--- config.mk ---
export PLATFORM = sky130hd
export DESIGN_NAME = imu_frame_deframer_crc16_core
export DESIGN_NICKNAME = d
export VERILOG_FILES = /design/src/design/imufd_pkg.sv /design/src/design/imufd_front.sv /design/src/design/imufd_queue.sv /design/src/design/imufd_back.sv /design/src/design/imu_frame_deframer_crc16_core.sv
export SDC_FILE = /design/constraint.sdc
export NUM_CORES = 1
export LEC_CHECK = 0
export BUFFER_PORTS_ARGS = -buffer_cell sky130_fd_sc_hd__buf_4
export CORE_MARGIN = 5
export CORE_UTILIZATION = 55
export DETAILED_ROUTE_END_ITERATION = 16
export GPL_TIMING_DRIVEN = 0
export HOLD_SLACK_MARGIN = 0.1
export PLACE_DENSITY = 0.76
export SLEW_MARGIN = 20
export SYNTH_ARGS = -nofsm -noshare
export SYNTH_HDL_FRONTEND = slang
export SYNTH_SLANG_ARGS = --single-unit
--- constraint.sdc ---
create_clock -name clk -period 20.6 [get_ports clk]
set_input_delay 4.12 -clock clk [delete_from_list [all_inputs] [get_ports clk]]
set_output_delay 4.12 -clock clk [all_outputs]
set_load 0.02 [all_outputs]
--- src/design/imufd_pkg.sv ---
// Shared types, constants and the CRC-16 byte update for the IMU deframer.
// No dependencies.
`timescale 1ns / 1ps

package imufd_pkg;

  localparam int unsigned BYTE_W          = 8;
  localparam int unsigned WORD_W          = 16;
  localparam int unsigned NUM_WORDS       = 10;
  localparam int unsigned WORD_IDX_W      = $clog2(NUM_WORDS);
  localparam int unsigned FRAME_NUM_W     = 32;
  localparam int unsigned FRAME_COUNT_DEF = 32;
  localparam int unsigned OUT_DATA_W      = NUM_WORDS * WORD_W + FRAME_NUM_W;
  localparam int unsigned CFG_INDEX_W     = 8;
  localparam int unsigned QUEUE_DEPTH     = 4;
  localparam int unsigned QUEUE_PTR_W     = $clog2(QUEUE_DEPTH);

  localparam logic [15:0] CRC_POLY = 16'h1021;
  localparam logic [15:0] CRC_INIT = 16'h0000;

  localparam logic [7:0] HDR_A_RST = 8'hAA;
  localparam logic [7:0] HDR_B_RST = 8'hBB;
  localparam logic [7:0] TRL_A_RST = 8'hCC;
  localparam logic [7:0] TRL_B_RST = 8'hDD;

  localparam logic [CFG_INDEX_W-1:0] REG_HDR_A = CFG_INDEX_W'(0);
  localparam logic [CFG_INDEX_W-1:0] REG_HDR_B = CFG_INDEX_W'(1);
  localparam logic [CFG_INDEX_W-1:0] REG_TRL_A = CFG_INDEX_W'(2);
  localparam logic [CFG_INDEX_W-1:0] REG_TRL_B = CFG_INDEX_W'(3);

  localparam logic STATUS_GOOD = 1'b0;
  localparam logic STATUS_CRC_ERR = 1'b1;

  // one classified byte in the queue
  typedef struct packed {
    logic [BYTE_W-1:0] data;
    logic              hdr_hit;
    logic              trl_hit;
  } item_t;

  // MSB-first CRC-16, one byte
  function automatic logic [15:0] crc16_byte(input logic [15:0] crc, input logic [7:0] b);
    logic [15:0] x;
    x = crc ^ {b, 8'h00};
    for (int i = 0; i < 8; i++) begin
      if (x[15]) begin
        x = {x[14:0], 1'b0} ^ CRC_POLY;
      end else begin
        x = {x[14:0], 1'b0};
      end
    end
    return x;
  endfunction

endpackage

--- src/design/imufd_front.sv ---
// Front end: configuration registers and byte classification against header/trailer values.
// Depends on imufd_pkg.
`timescale 1ns / 1ps

module imufd_front import imufd_pkg::*; (
  input  logic                   clk,
  input  logic                   rst_n,
  input  logic                   cfg_valid,
  output logic                   cfg_ready,
  input  logic [CFG_INDEX_W-1:0] cfg_index,
  input  logic [BYTE_W-1:0]      cfg_data,
  input  logic                   in_tvalid,
  output logic                   in_tready,
  input  logic [BYTE_W-1:0]      in_tdata,
  output logic                   push_valid,
  output item_t                  push_item,
  input  logic                   push_ready
);

  logic [BYTE_W-1:0] hdr_a_r, hdr_b_r, trl_a_r, trl_b_r;

  assign cfg_ready = 1'b1;

  always_ff @(posedge clk) begin
    if (!rst_n) begin
      hdr_a_r <= HDR_A_RST;
      hdr_b_r <= HDR_B_RST;
      trl_a_r <= TRL_A_RST;
      trl_b_r <= TRL_B_RST;
    end else if (cfg_valid) begin
      case (cfg_index)
        REG_HDR_A: hdr_a_r <= cfg_data;
        REG_HDR_B: hdr_b_r <= cfg_data;
        REG_TRL_A: trl_a_r <= cfg_data;
        REG_TRL_B: trl_b_r <= cfg_data;
        default: ;
      endcase
    end
  end

  assign in_tready          = push_ready;
  assign push_valid         = in_tvalid;
  assign push_item.data     = in_tdata;
  assign push_item.hdr_hit  = (in_tdata == hdr_a_r) || (in_tdata == hdr_b_r);
  assign push_item.trl_hit  = (in_tdata == trl_a_r) || (in_tdata == trl_b_r);

endmodule

--- src/design/imufd_queue.sv ---
// Short FIFO of classified bytes between front and back end.
// Depends on imufd_pkg.
`timescale 1ns / 1ps

module imufd_queue import imufd_pkg::*; (
  input  logic  clk,
  input  logic  rst_n,
  input  logic  push_valid,
  input  item_t push_item,
  output logic  push_ready,
  output logic  pop_valid,
  output item_t pop_item,
  input  logic  pop_ready
);

  item_t                  mem_r [QUEUE_DEPTH];
  logic [QUEUE_PTR_W-1:0] wr_ptr_r, rd_ptr_r;
  logic [QUEUE_PTR_W:0]   count_r;
  logic                   push, pop;

  assign push_ready = (count_r != (QUEUE_PTR_W+1)'(QUEUE_DEPTH));
  assign pop_valid  = (count_r != '0);
  assign pop_item   = mem_r[rd_ptr_r];
  assign push       = push_valid && push_ready;
  assign pop        = pop_valid && pop_ready;

  always_ff @(posedge clk) begin
    if (push) begin
      mem_r[wr_ptr_r] <= push_item;
    end
  end

  always_ff @(posedge clk) begin
    if (!rst_n) begin
      wr_ptr_r <= '0;
      rd_ptr_r <= '0;
      count_r  <= '0;
    end else begin
      if (push) wr_ptr_r <= wr_ptr_r + 1'b1;
      if (pop)  rd_ptr_r <= rd_ptr_r + 1'b1;
      case ({push, pop})
        2'b10:   count_r <= count_r + 1'b1;
        2'b01:   count_r <= count_r - 1'b1;
        default: count_r <= count_r;
      endcase
    end
  end

endmodule

--- src/design/imufd_back.sv ---
// Back end: frame state machine, word capture, CRC check and registered result.
// Depends on imufd_pkg.
`timescale 1ns / 1ps

module imufd_back import imufd_pkg::*; #(
  parameter int unsigned FRAME_COUNT_BITS = FRAME_COUNT_DEF
) (
  input  logic                  clk,
  input  logic                  rst_n,
  input  logic                  pop_valid,
  input  item_t                 pop_item,
  output logic                  pop_ready,
  output logic                  out_tvalid,
  input  logic                  out_tready,
  output logic [OUT_DATA_W-1:0] out_tdata,
  output logic                  out_tuser
);

  typedef enum logic [2:0] {
    S_HUNT,
    S_WORD,
    S_CRC_LO,
    S_CRC_HI,
    S_TRAILER
  } state_t;

  state_t                      state_r, state_nxt;
  logic [1:0]                  cnt_r, cnt_nxt;
  logic [WORD_IDX_W-1:0]       idx_r, idx_nxt;
  logic [BYTE_W-1:0]           hold_r, hold_nxt;
  logic [BYTE_W-1:0]           crc_lo_r, crc_lo_nxt;
  logic [15:0]                 crc_r, crc_nxt;
  logic [FRAME_COUNT_BITS-1:0] frames_r, frames_nxt;
  logic [WORD_W-1:0]           words_r [NUM_WORDS];
  logic                        word_wr;
  logic                        emit, emit_err;
  logic                        out_valid_r, out_valid_nxt;
  logic [OUT_DATA_W-1:0]       out_data_r;
  logic                        out_user_r;
  logic                        take;
  logic [1:0]                  cnt_inc;
  logic [NUM_WORDS*WORD_W-1:0] words_flat;

  assign pop_ready = !out_valid_r || out_tready;
  assign take      = pop_valid && pop_ready;
  assign cnt_inc   = cnt_r + 2'd1;

  always_comb begin
    state_nxt  = state_r;
    cnt_nxt    = cnt_r;
    idx_nxt    = idx_r;
    hold_nxt   = hold_r;
    crc_lo_nxt = crc_lo_r;
    crc_nxt    = crc_r;
    frames_nxt = frames_r;
    word_wr    = 1'b0;
    emit       = 1'b0;
    emit_err   = 1'b0;
    if (take) begin
      case (state_r)
        S_WORD: begin
          crc_nxt = crc16_byte(crc_r, pop_item.data);
          if (cnt_r == 2'd0) begin
            hold_nxt = pop_item.data;
            cnt_nxt  = 2'd1;
          end else begin
            word_wr = 1'b1;
            cnt_nxt = 2'd0;
            if (idx_r == WORD_IDX_W'(NUM_WORDS - 1)) begin
              state_nxt = S_CRC_LO;
            end else begin
              idx_nxt = idx_r + 1'b1;
            end
          end
        end
        S_CRC_LO: begin
          crc_lo_nxt = pop_item.data;
          cnt_nxt    = 2'd0;
          state_nxt  = S_CRC_HI;
        end
        S_CRC_HI: begin
          cnt_nxt = 2'd0;
          if ({pop_item.data, crc_lo_r} != crc_r) begin
            emit      = 1'b1;
            emit_err  = 1'b1;
            state_nxt = S_HUNT;
          end else begin
            state_nxt = S_TRAILER;
          end
        end
        S_TRAILER: begin
          if (!pop_item.trl_hit) begin
            cnt_nxt = 2'd0;
          end else if (cnt_inc >= 2'd2) begin
            cnt_nxt    = 2'd0;
            emit       = 1'b1;
            frames_nxt = frames_r + 1'b1;
            state_nxt  = S_HUNT;
          end else begin
            cnt_nxt = cnt_inc;
          end
        end
        default: begin
          state_nxt = S_HUNT;
          if (!pop_item.hdr_hit) begin
            cnt_nxt = 2'd0;
          end else if (cnt_inc >= 2'd2) begin
            cnt_nxt   = 2'd0;
            crc_nxt   = CRC_INIT;
            idx_nxt   = '0;
            state_nxt = S_WORD;
          end else begin
            cnt_nxt = cnt_inc;
          end
        end
      endcase
    end
  end

  always_comb begin
    for (int i = 0; i < NUM_WORDS; i++) begin
      words_flat[i*WORD_W +: WORD_W] = emit_err ? '0 : words_r[i];
    end
  end

  assign out_valid_nxt = (take && emit) ? 1'b1 : (out_tready ? 1'b0 : out_valid_r);

  always_ff @(posedge clk) begin
    if (word_wr) begin
      words_r[idx_r] <= {hold_r, pop_item.data};
    end
  end

  always_ff @(posedge clk) begin
    if (!rst_n) begin
      state_r     <= S_HUNT;
      cnt_r       <= 2'd0;
      idx_r       <= '0;
      hold_r      <= '0;
      crc_lo_r    <= '0;
      crc_r       <= CRC_INIT;
      frames_r    <= '0;
      out_valid_r <= 1'b0;
    end else begin
      state_r     <= state_nxt;
      cnt_r       <= cnt_nxt;
      idx_r       <= idx_nxt;
      hold_r      <= hold_nxt;
      crc_lo_r    <= crc_lo_nxt;
      crc_r       <= crc_nxt;
      frames_r    <= frames_nxt;
      out_valid_r <= out_valid_nxt;
      if (take && emit) begin
        out_data_r <= {FRAME_NUM_W'(frames_r), words_flat};
        out_user_r <= emit_err ? STATUS_CRC_ERR : STATUS_GOOD;
      end
    end
  end

  assign out_tvalid = out_valid_r;
  assign out_tdata  = out_data_r;
  assign out_tuser  = out_user_r;

endmodule

--- src/design/imu_frame_deframer_crc16_core.sv ---
// Top level of the IMU frame deframer with CRC-16 check.
// out_tvalid is registered: it rises in the cycle after the back end takes the byte that completes a result.
// Accepts 1 byte per cycle; the 4-entry byte queue and the output register
// decouple input from a stalled result, so bytes stall only when the queue fills.
// Reset (rst_n, synchronous): hunts for a header, frame count zero, registers at defaults.
// Depends on imufd_pkg, imufd_front, imufd_queue, imufd_back.
`timescale 1ns / 1ps

module imu_frame_deframer_crc16_core import imufd_pkg::*; #(
  parameter int unsigned FRAME_COUNT_BITS = FRAME_COUNT_DEF
) (
  input  logic                   clk,
  input  logic                   rst_n,
  input  logic                   cfg_valid,
  output logic                   cfg_ready,
  input  logic [CFG_INDEX_W-1:0] cfg_index,
  input  logic [BYTE_W-1:0]      cfg_data,
  input  logic                   in_tvalid,
  output logic                   in_tready,
  input  logic [BYTE_W-1:0]      in_tdata,   // [7:0] rx_byte
  output logic                   out_tvalid,
  input  logic                   out_tready,
  // [15:0] accel_x, [31:16] accel_y, [47:32] accel_z, [63:48] temperature,
  // [79:64] gyro_x, [95:80] gyro_y, [111:96] gyro_z, [127:112] mag_x,
  // [143:128] mag_y, [159:144] mag_z, [191:160] frame_number
  output logic [OUT_DATA_W-1:0]  out_tdata,
  output logic                   out_tuser   // [0] frame_status
);

  logic  push_valid, push_ready, pop_valid, pop_ready;
  item_t push_item, pop_item;

  imufd_front u_front (
    .clk        (clk),
    .rst_n      (rst_n),
    .cfg_valid  (cfg_valid),
    .cfg_ready  (cfg_ready),
    .cfg_index  (cfg_index),
    .cfg_data   (cfg_data),
    .in_tvalid  (in_tvalid),
    .in_tready  (in_tready),
    .in_tdata   (in_tdata),
    .push_valid (push_valid),
    .push_item  (push_item),
    .push_ready (push_ready)
  );

  imufd_queue u_queue (
    .clk        (clk),
    .rst_n      (rst_n),
    .push_valid (push_valid),
    .push_item  (push_item),
    .push_ready (push_ready),
    .pop_valid  (pop_valid),
    .pop_item   (pop_item),
    .pop_ready  (pop_ready)
  );

  imufd_back #(
    .FRAME_COUNT_BITS (FRAME_COUNT_BITS)
  ) u_back (
    .clk        (clk),
    .rst_n      (rst_n),
    .pop_valid  (pop_valid),
    .pop_item   (pop_item),
    .pop_ready  (pop_ready),
    .out_tvalid (out_tvalid),
    .out_tready (out_tready),
    .out_tdata  (out_tdata),
    .out_tuser  (out_tuser)
  );

endmodule

==> results by group, run 1 <==
Outcome
  – Status: finished, final reports clean

Placed design
  – Number of port buffers: between 200 and 250
  – Hpwl dp: 26800 µm
  – Post-Place Setup Slack: around 13000 ps
  – GPL Wtd Cong: between 0.8 and 0.9
  – Placed Cells: 1924

Floorplanning
  – DIE AREA: between 30000 and 40000 µm²
  – Cell row count: slightly below 70
  – IO Count: around 230
  – Core ar.: between 30000 and 40000 µm²
  – Die Wd: 197 µm
  – Die H: a little under 200 µm
  – Initial Utilization: 55.6%

Setup path
  – Crit path DAT: roughly 7000 ps
  – Worst endpoint required time: 20860 ps
  – Setup CP Type: in2reg
  – Worst Path Max Fanout: 28
  – Startpoint types: input port
  – Crit end category: flip-flop
  – R2R depth: 11
  – Critical path origin: out_tready

GRT
  – Largest net degree at the start of global routing: 29
  – Gr ovfl total: 0
  – First-pass GRT wire length: around 63000 µm
  – Initial antenna violation count: 0
  – Vias in the first global route: 10800
  – All-Layer GR Usage: a little over a fifth

Pwr
  – Power, Total: 2.25 mW
  – Leak pwr: approximately 8.3 nW
  – Worst VDD drop: a little under 70 µV
  – Power Density: approximately 97 nW/µm²

STA
  – Final hold slack: about 460 ps
  – RSZ-0062 raised after global routing: false
  – Final setup fails: 0
  – Fin Setup TNS: 0 ps
  – Final Skew: 22.2 ps
  – Final setup margin: ~14000 ps
  – Tightest Pin Transition: roughly 990 ps
  – Fmax: between 100 and 150 MHz
  – Final min period: between 6000 and 7000 ps
  – Final period util: 32.5%
  – Relative slew slack: 33.8%
  – Max-slew violation count: 0
  – Final Hold Viols: 0

Yosys
  – Ys async rst share: 0%
  – Count of unique library cells instantiated by Yosys: 59
  – Mapped cell area: roughly 19000 µm²
  – Post-synth EDFFs: about 400
  – Flop and latch count out of synthesis: roughly 510
  – Mean Syn Cell Area: roughly 16 µm²
  – Register area share after synthesis: between 70 and 80%
  – Syn nets: between 1000 and 1500
  – Main synth FF type: edfxtp_1
  – Yosys Warn Count: 0
  – Gate count of the mapped netlist: approximately 1200

Routing
  – Vias per cell: 5.44
  – Drc violations: 0
  – DR WL/cell: slightly above 20 µm
  – Detail Route Antenna Nets: 0
  – Detailed Route Iter0 Violations: 820
  – Routed WL: 40800 µm
  – DR vias: ~11000
  – First-pass DRT Iterations: 7

Clock network
  – Postcts setup bufs: 0
  – CTS resizes: 0
  – Max H-tree Level: 2
  – CTS buffer count: 50
  – Hold-fix buffers, CTS: 0
  – Clock latency on the worst-skew pair: 570 ps
  – CTS max path bufs: 3
  – Clk slew on worst S/H paths: around 60 ps
  – CTS Root Cell: clkbuf_16
  – Clock Sinks: just over 500
  – CTS tree: yes

Finish
  – Most common cell after layout, fill and taps aside: edfxtp_1
  – Antenna Cells: 0
  – Most frequent cells in the layout: 393 x edfxtp_1, 226 x buf_4, 115 x dfxtp_1
  – Final cell count without fillers: 2018
  – Share of cells above drive strength 1: between 20% and 30%
  – Layout Nets: ~1600
  – Layout area overhead: 21.5%

Hold path
  – Hold Path Cell Cnt: 0
  – Hold Path Class: reg2reg
  – Hold_sp: u_back.frames_r[31]

Job
  – Max Cap Violations: 0
## final cells by class
| cell class | instances | area [µm²] |
|---|---|---|
| Buffer | 71 | 362 |
| Clock buffer | 71 | 1430 |
| Clock inverter | 23 | 153 |
| Fill cell | 2344 | 11200 |
| Inverter | 23 | 86.3 |
| Multi-Input combinational cell | 631 | 4660 |
| Sequential cell | 508 | 14100 |
| Tap cell | 455 | 569 |
| Timing Repair Buffer | 236 | 1940 |
## critical path, stage by stage
cell	delay [ps]
buf_4	80
nand2b_1	120
nand3_1	120
nor3_1	270
clkbuf_1	640
o21ai_0	290
a21oi_4	510
buf_16	220
buf_16	180
buf_16	180
buf_16	190
## path summary, 6_finish.rpt
check                                             end  slack (ps)
worst max-delay path                    out_tdata[64]       13900
worst min-delay path            u_back.out_tdata[191]         460
worst min register to register  u_back.out_tdata[191]         460
worst max register to register          out_tdata[64]       16770
## layer usage
| metal | global-route usage [%] | part of all wire (%) | vias to the layer above |
|---|---|---|---|
| met2 | 34.0 | 48 | 365 |
| li1 | - | - | 5191 |
| met4 | 5.08 | 1.9 | 0 |
| met3 | 4.27 | 7.4 | 61 |
| met5 | 0 | 0 | - |
| met1 | 29.2 | 42 | 5366 |
## logic make-up after synthesis
family / count (synthesis) / share of synthesized area [%]
adders and majority gates: 14 / 0.940
AOI/OAI and AO/OA: 244 / 9.10
buffers and inverters: 94 / 2.34
other: 1 / 0.0196
muxes: 61 / 3.84
and+or+nand+nor: 230 / 6.45
DFF: 508 / 73.5
xor gates and xnor gates: 81 / 3.78
## flip-flops by register name (all words and copies together) (netlist names), 2 cells and up, named ones only
register          count
out_tdata           160
u_back.words_r      160
u_queue.mem_r        40
u_back.frames_r      32
u_back.out_tdata     32
u_back.crc_r         16
u_back.crc_lo_r       8
u_back.hold_r         8
u_front.hdr_a_r       8
u_front.hdr_b_r       8
u_front.trl_a_r       8
u_front.trl_b_r       8
u_back.idx_r          4
u_back.state_r        3
u_queue.count_r       3
u_back.cnt_r          2
u_queue.rd_ptr_r      2
u_queue.wr_ptr_r      2
## stage by stage
step | utilization [%] | instance area [µm²]
floorplan | - | 19200
global placement | 62.2 | 21400
detailed placement | 63.0 | 21700
CTS | 67.6 | 23300
global route | 67.6 | 23300
finish | 67.6 | 23300
## synth_stat cells (all sizes together), types with 20 or more instances
master | count | area, µm²
nand3 | 20 | 100
xnor2 | 63 | 567
nand2 | 43 | 161
clkbuf | 52 | 196
dfxtp | 115 | 2300
nor2 | 60 | 225
inv | 23 | 86.3
edfxtp | 393 | 11800
a21boi | 160 | 1200
mux2i | 51 | 510
a21oi | 32 | 160
## where the power goes
| part | leakage, nW | switching [mW] | total, mW | internal (mW) |
|---|---|---|---|---|
| combinational | 3.08 | 0.164 | 0.242 | 0.0779 |
| sequential | 4.43 | 0.0102 | 1.15 | 1.14 |
| clock | 0.779 | 0.366 | 0.863 | 0.496 |
| total | 8.29 | 0.541 | 2.25 | 1.71 |
(Power assumes the default switching activity.)
==> run 2, diff against run 1 <==
- ABC_AREA: default -> 1
- CORE_UTILIZATION: 55 -> 53
- clock period: 20.6 -> 6 ns (I/O delays scaled with it)
==> results by group, run 2 <==
Setup path
  – FF-to-FF End: out_tdata[5]
  – Worst Path Max Fanout: 40
  – Delay-heaviest family, CP: buffers and inverters
  – Worst endpoint required time: between 6000 and 7000 ps
  – Largest stage delay, worst path: 560 ps
  – Crit path buffers/inverters: 6
  – R2R depth: 17
  – Slowest CP cell: clkinvlp_4
  – Startpoint types: input port
  – Setup CP Type: in2reg
  – Crit path top cell by count: buf_12
  – Crit end category: flip-flop
  – Crit path DAT: around 4200 ps
  – Critical path, cell by cell: buf_4, o21ai_0, nor2_1, nand2_2, buf_1, nand2_1, nand2_1, clkinvlp_4, buf_12, buf_12, buf_12
  – R2r setup slk: 2320 ps

Floorplanning
  – Cell row count: 71
  – Die Wd: 205 µm
  – DIE AREA: approximately 42000 µm²
  – Initial Utilization: between 50% and 60%
  – IO Count: 225
  – Core ar.: between 30000 and 40000 µm²
  – Die H: 205 µm

Yosys
  – Main synth FF type: edfxtp_1
  – Mapped cell area: around 20000 µm²
  – Syn nets: approximately 1700
  – Largest family of logic cells by synthesized area: simple AND/OR/NAND/NOR gates
  – Ys async rst share: 0%
  – Register area share after synthesis: 69.7%
  – Flop and latch count out of synthesis: 508
  – Mean Syn Cell Area: about 12 µm²
  – Post-synthesis simple-gate area fraction: between 10% and 20%
  – Multiplexer area fraction after synthesis: 0%
  – Yosys Warn Count: 0
  – Post-Synth Adder-Cell Area: 0.841%
  – Area leader, netlist: edfxtp_1
  – Count leader, synth: edfxtp_1
  – Post-synth EDFFs: 393
  – Synth Area in Compound Gates: a little under 4%
  – Synth Area in XOR/XNOR: 1.38%
  – Count of unique library cells instantiated by Yosys: ~40
  – Gate count of the mapped netlist: around 1700
  – Cells taking the most area after synthesis: edfxtp_1 58%, dfxtp_1 11%, inv_1 5.1%, nor2_4 5.0%, nand2_1 4.8%
  – Share of the synthesized area in the top cell type: about 58%
  – Top cells by count, synth: 393 x edfxtp_1, 274 x inv_1, 258 x nand2_1, 163 x nor2_1, 115 x dfxtp_1

STA
  – Max-slew violation count: 0
  – Final setup margin: around 2100 ps
  – Final min period: ~3900 ps
  – Final Hold Viols: 0
  – Fin Setup TNS: 0 ps
  – Tightest Pin Transition: about 950 ps
  – Final Skew: 21.1 ps
  – Relative slew slack: 36.1%
  – Final period util: around 64%
  – Fmax: 259 MHz
  – RSZ-0062 raised after global routing: false
  – Final setup fails: 0

Clock network
  – Max H-tree Level: 2
  – Clk slew on worst S/H paths: around 60 ps
  – Clock Sinks: 508
  – CTS tree: yes
  – Postcts setup bufs: 0
  – CTS buffer count: 50
  – CTS resizes: 0
  – Clock latency on the worst-skew pair: approximately 600 ps
  – CTS Root Cell: clkbuf_16
  – Hold-fix buffers, CTS: 0
  – CTS max path bufs: 3

Finish
  – Fill cells: between 2000 and 3000
  – Layout Nets: a little over 2000
  – Layout area overhead: 20.2%
  – Core Util, Final: 64.5%
  – Most common cell after layout, fill and taps aside: edfxtp_1
  – Final cell count without fillers: 2522
  – Multi-input logic area: 4720 µm²
  – Share of cells above drive strength 1: between 20% and 30%
  – Register area: around 14000 µm²
  – Most frequent cells in the layout: 393 x edfxtp_1, 273 x inv_1, 258 x nand2_1

GRT
  – Vias in the first global route: roughly 12000
  – Gr ovfl total: 0
  – All-Layer GR Usage: between 20 and 25%
  – Largest net degree at the start of global routing: approximately 40
  – Initial antenna violation count: 0
  – First-pass GRT wire length: 67200 µm

Pwr
  – Internal cell power: 6.03 mW
  – Switching part of the total: around 28%
  – Worst VDD drop: about 210 µV
  – Reg power frac: 49.1%
  – Power Density: between 300 and 400 nW/µm²
  – Clk network pwr share: 35.5%
  – Leak pwr: around 9.6 nW
  – Switching power: roughly 2.3 mW
  – Power share of the combinational group: ~15%
  – Power, Total: approximately 8.4 mW

Placed design
  – GPL Wtd Cong: 0.895
  – Post-Place Setup Slack: 1540 ps
  – Number of port buffers: between 200 and 250
  – Hpwl dp: 30200 µm
  – Placed Cells: 2428

Hold path
  – Hold Path Class: reg2reg
  – Hold Path Cell Cnt: 2
  – Hold_sp: u_front.hdr_a_r[2]
  – Hold endpoint: u_front.hdr_a_r[2]

Outcome
  – Status: finished, final reports clean

Routing
  – Detailed Route Iter0 Violations: around 960
  – Drc violations: 0
  – Detail Route Antenna Nets: 0
  – DR vias: between 10000 and 15000
  – Routed WL: 43700 µm
  – DR WL/cell: 17.3 µm
  – First-pass DRT Iterations: 6
  – Vias per cell: 4.99

Job
  – Max Cap Violations: 0
## run 2: cell types whose count changed after synthesis, sizes merged, moves of 31 or more
cell / previous run / this run
xnor2: 63 / 22
clkbuf: 52 / 19
nor2: 60 / 258
nand3: 20 / 67
mux2i: 51 / 0
inv: 23 / 278
a21boi: 160 / 0
a21oi: 32 / 63
nand2: 43 / 272
o21ai: 15 / 47
## run 2: area by class of cell
class	count	share of cell area, %
Multi-Input combinational cell	847	19.4
Timing Repair Buffer	234	7.53
Sequential cell	508	58.0
Clock inverter	28	0.803
Antenna cell	1	0.0103
Buffer	47	1.56
Inverter	281	4.35
Clock buffer	65	5.67
Tap cell	511	2.63
## run 2: how the worst max path moves through the flow
| stage | endpoint | cells past startpoint | start | slack (ps) |
|---|---|---|---|---|
| 2_1_floorplan | out_tdata[0] | 7 | out_tready | 550 |
| 3_3_place_gp | out_tdata[85] | 8 | out_tready | -1160 |
| 3_5_place_dp | out_tdata[1] | 11 | out_tready | 1540 |
| 4_1_cts | out_tdata[5] | 11 | out_tready | 2140 |
| 5_1_grt | out_tdata[3] | 11 | out_tready | 1920 |
| 6_report | out_tdata[5] | 11 | out_tready | 2140 |
## run 2: cells by family (layout without fill, tap and decap cells)
logic type	after synthesis	after routing
other	1	2
AND/OR/NAND/NOR	661	661
flip-flops	508	508
AO/OA/AOI/OAI	141	141
buffers and inverters	328	655
adder cells (fa/ha/maj)	13	13
XOR/XNOR	31	31
## run 2: worst reg2reg max path, stage by stage, from the launching register on
cell and delay, ps:
dfxtp_1 390, inv_2 70, buf_6 140, nand2_1 60, nand3_1 70, nand2_2 180
inv_2 230, nand2_1 140, nand2_2 110, nor2_2 150, nand3_1 90, nand2_1 140
nand2_1 90, nand2_1 140, clkinvlp_4 560, buf_12 420, buf_12 230, buf_12 200
## run 2: routing by layer
layer	global-route usage (%)	routed length [µm]
met1	26.5	17500
met2	35.8	21700
met3	4.46	3410
met4	5.89	1120
met5	0	0
## run 2: power by group through the flow
stage	logic (mW)	clock network, mW	registers [mW]
after global placement	1.24	0	4.18
after floorplan	0.828	0	4.15
after CTS	1.29	3.01	4.10
after global routing	1.43	3.17	4.12
final	1.29	2.97	4.10
after detailed placement	1.28	0	4.18
## run 2: metrics by stage
stage,hold slack (ps),instance area [µm²]
after floorplan,430,20200
after global placement,454,22500
after detailed placement,452,22700
after CTS,475,24300
after global routing,485,24300
final,475,24300
==> run 3, diff against run 2 <==
- ABC_AREA: 1 -> 0
- CORE_UTILIZATION: 53 -> 52
- PLACE_DENSITY: 0.76 -> 0.75
- clock period: 6 -> 3.1 ns (I/O delays scaled with it)
==> results by group, run 3 (synthesized netlist as in run 1, its figures left out) <==
Setup path
  – Crit path buffers/inverters: 5
  – Slowest CP cell: mux4_2
  – R2r setup slk: roughly 120 ps
  – Worst endpoint required time: about 3400 ps
  – Delay-heaviest family, CP: buffers and inverters
  – Largest stage delay, worst path: roughly 620 ps
  – Setup CP Type: reg2reg
  – Crit path DAT: around 3300 ps
  – Crit path top cell by count: buf_16
  – Startpoint types: flip-flop
  – Worst Path Max Fanout: 25
  – Critical path, cell by cell: buf_8, mux4_2, xnor2_2, and3_4, and3_4, a21oi_4, clkbuf_16, buf_16, buf_16, buf_16
  – Crit end category: flip-flop

Clock network
  – CTS Root Cell: clkbuf_16
  – Hold-fix buffers, CTS: 0
  – CTS tree: yes
  – Clk slew on worst S/H paths: around 60 ps
  – Max H-tree Level: 2
  – Clock latency on the worst-skew pair: approximately 600 ps
  – CTS buffer count: 50
  – CTS max path bufs: 3
  – Clock Sinks: a little over 500

Finish
  – Share of cells above drive strength 1: approximately 24%
  – Fill cells: approximately 2600
  – Antenna Cells: 0
  – Multi-input logic area: roughly 4700 µm²
  – Register area: 14100 µm²
  – Core Util, Final: between 60% and 70%
  – Layout Nets: 1577
  – Layout area overhead: 22.7%
  – Most common cell after layout, fill and taps aside: edfxtp_1
  – Most frequent cells in the layout: 393 x edfxtp_1, 242 x buf_4, 114 x dfxtp_1

Routing
  – DR WL/cell: ~21 µm
  – Vias per cell: around 5.5
  – First-pass DRT Iterations: 5
  – DR vias: 11200
  – Drc violations: 0
  – Detail Route Antenna Nets: 0
  – Routed WL: 43000 µm
  – Detailed Route Iter0 Violations: ~670

Floorplanning
  – DIE AREA: around 40000 µm²
  – Die H: around 200 µm
  – Core ar.: 36500 µm²
  – Die Wd: 202 µm
  – Initial Utilization: 52.5%
  – Cell row count: 70
  – IO Count: around 230

STA
  – RSZ-0062 raised after global routing: false
  – Final setup margin: approximately 120 ps
  – Final min period: 2980 ps
  – Final setup fails: 0
  – Final Hold Viols: 0
  – Final Skew: about 23 ps
  – Tightest Pin Transition: between 900 and 1000 ps
  – Final hold slack: 241 ps
  – Relative slew slack: roughly a third
  – Max-slew violation count: 0
  – Final period util: approximately 96%
  – Fmax: around 340 MHz

Placed design
  – Hpwl dp: approximately 28000 µm
  – Post-Place Setup Slack: -718 ps
  – GPL Wtd Cong: around 0.84
  – Number of port buffers: 223

Outcome
  – Status: finished, final reports clean

Hold path
  – Hold Path Class: in2reg

GRT
  – Initial antenna violation count: 0
  – Gr ovfl total: 0
  – All-Layer GR Usage: between 20% and 30%
  – Largest net degree at the start of global routing: 27
  – First-pass GRT wire length: around 65000 µm
  – Vias in the first global route: ~11000

Pwr
  – Worst VDD drop: ~450 µV
  – Power Density: between 600 and 700 nW/µm²
  – Leak pwr: between 8 and 9 nW

Job
  – Max Cap Violations: 0
## run 3: cell types whose count changed in the layout (fill, tap and decap cells not counted), sizes merged, moves of 16 or more
| cell | before | now |
|---|---|---|
| nand3 | 67 | 20 |
| nand2 | 272 | 43 |
| o21ai | 47 | 15 |
| mux2i | 0 | 51 |
| a21oi | 63 | 32 |
| or3 | 0 | 16 |
| inv | 278 | 24 |
| o211ai | 16 | 0 |
| nor2 | 258 | 60 |
| nor3 | 29 | 10 |
| xnor2 | 22 | 63 |
| a21boi | 0 | 160 |
| clkbuf | 84 | 115 |
## run 3: layer usage
metal  vias up  global-route usage, %  share of wire, %
met1      5562                   27.0                42
met4         0                   5.05               1.7
met3        50                   4.88               6.3
met2       343                   35.5                50
li1       5225                      -                 -
met5         -                      0                 0
## run 3: timing repair
action                                  4_1_cts  5_1_grt
pin swaps                                     2        1
buffers inserted                             11        6
resized for setup                             3        5
endpoints found under the setup margin      200      105
## run 3: cell type report
class | instances | area share (%)
Clock buffer | 62 | 5.91
Sequential cell | 508 | 60.0
Timing Repair Buffer | 251 | 8.80
Clock inverter | 32 | 0.883
Multi-Input combinational cell | 631 | 20.0
Buffer | 70 | 1.57
Tap cell | 468 | 2.49
Inverter | 23 | 0.367
## run 3: final timing paths
check / from / end / cells past startpoint
max reg2reg: flip-flop / out_tdata[47] / 10
min reg2reg: u_back.frames_r[31] / u_back.out_tdata[191] / 0
min: in_tdata[3] / u_queue.mem_r[1][5] / 1
max: flip-flop / out_tdata[47] / 10
## run 3: metrics by stage
stage | power [mW] | cell area (µm²) | setup TNS, ps | cells
after floorplan | 8.84 | 19200 | -413620 | 1233
after global placement | 9.40 | 21500 | -732970 | 1924
after detailed placement | 9.44 | 21800 | -71240 | 1935
after CTS | 15.3 | 23500 | 0 | 2040
after global routing | 15.7 | 23500 | 0 | 2045
final | 15.2 | 23500 | 0 | 2045
## run 3: worst reg2reg max path: stages, from the launching register on
cell	delay (ps)
dfxtp_2	330
buf_8	160
mux4_2	620
xnor2_2	220
and3_4	180
and3_4	170
a21oi_4	240
clkbuf_16	210
buf_16	180
buf_16	180
buf_16	190
## run 3: power by group
group	internal, mW	switching, mW
combinational	0.620	1.16
sequential	7.55	0.0744
clock	3.28	2.53
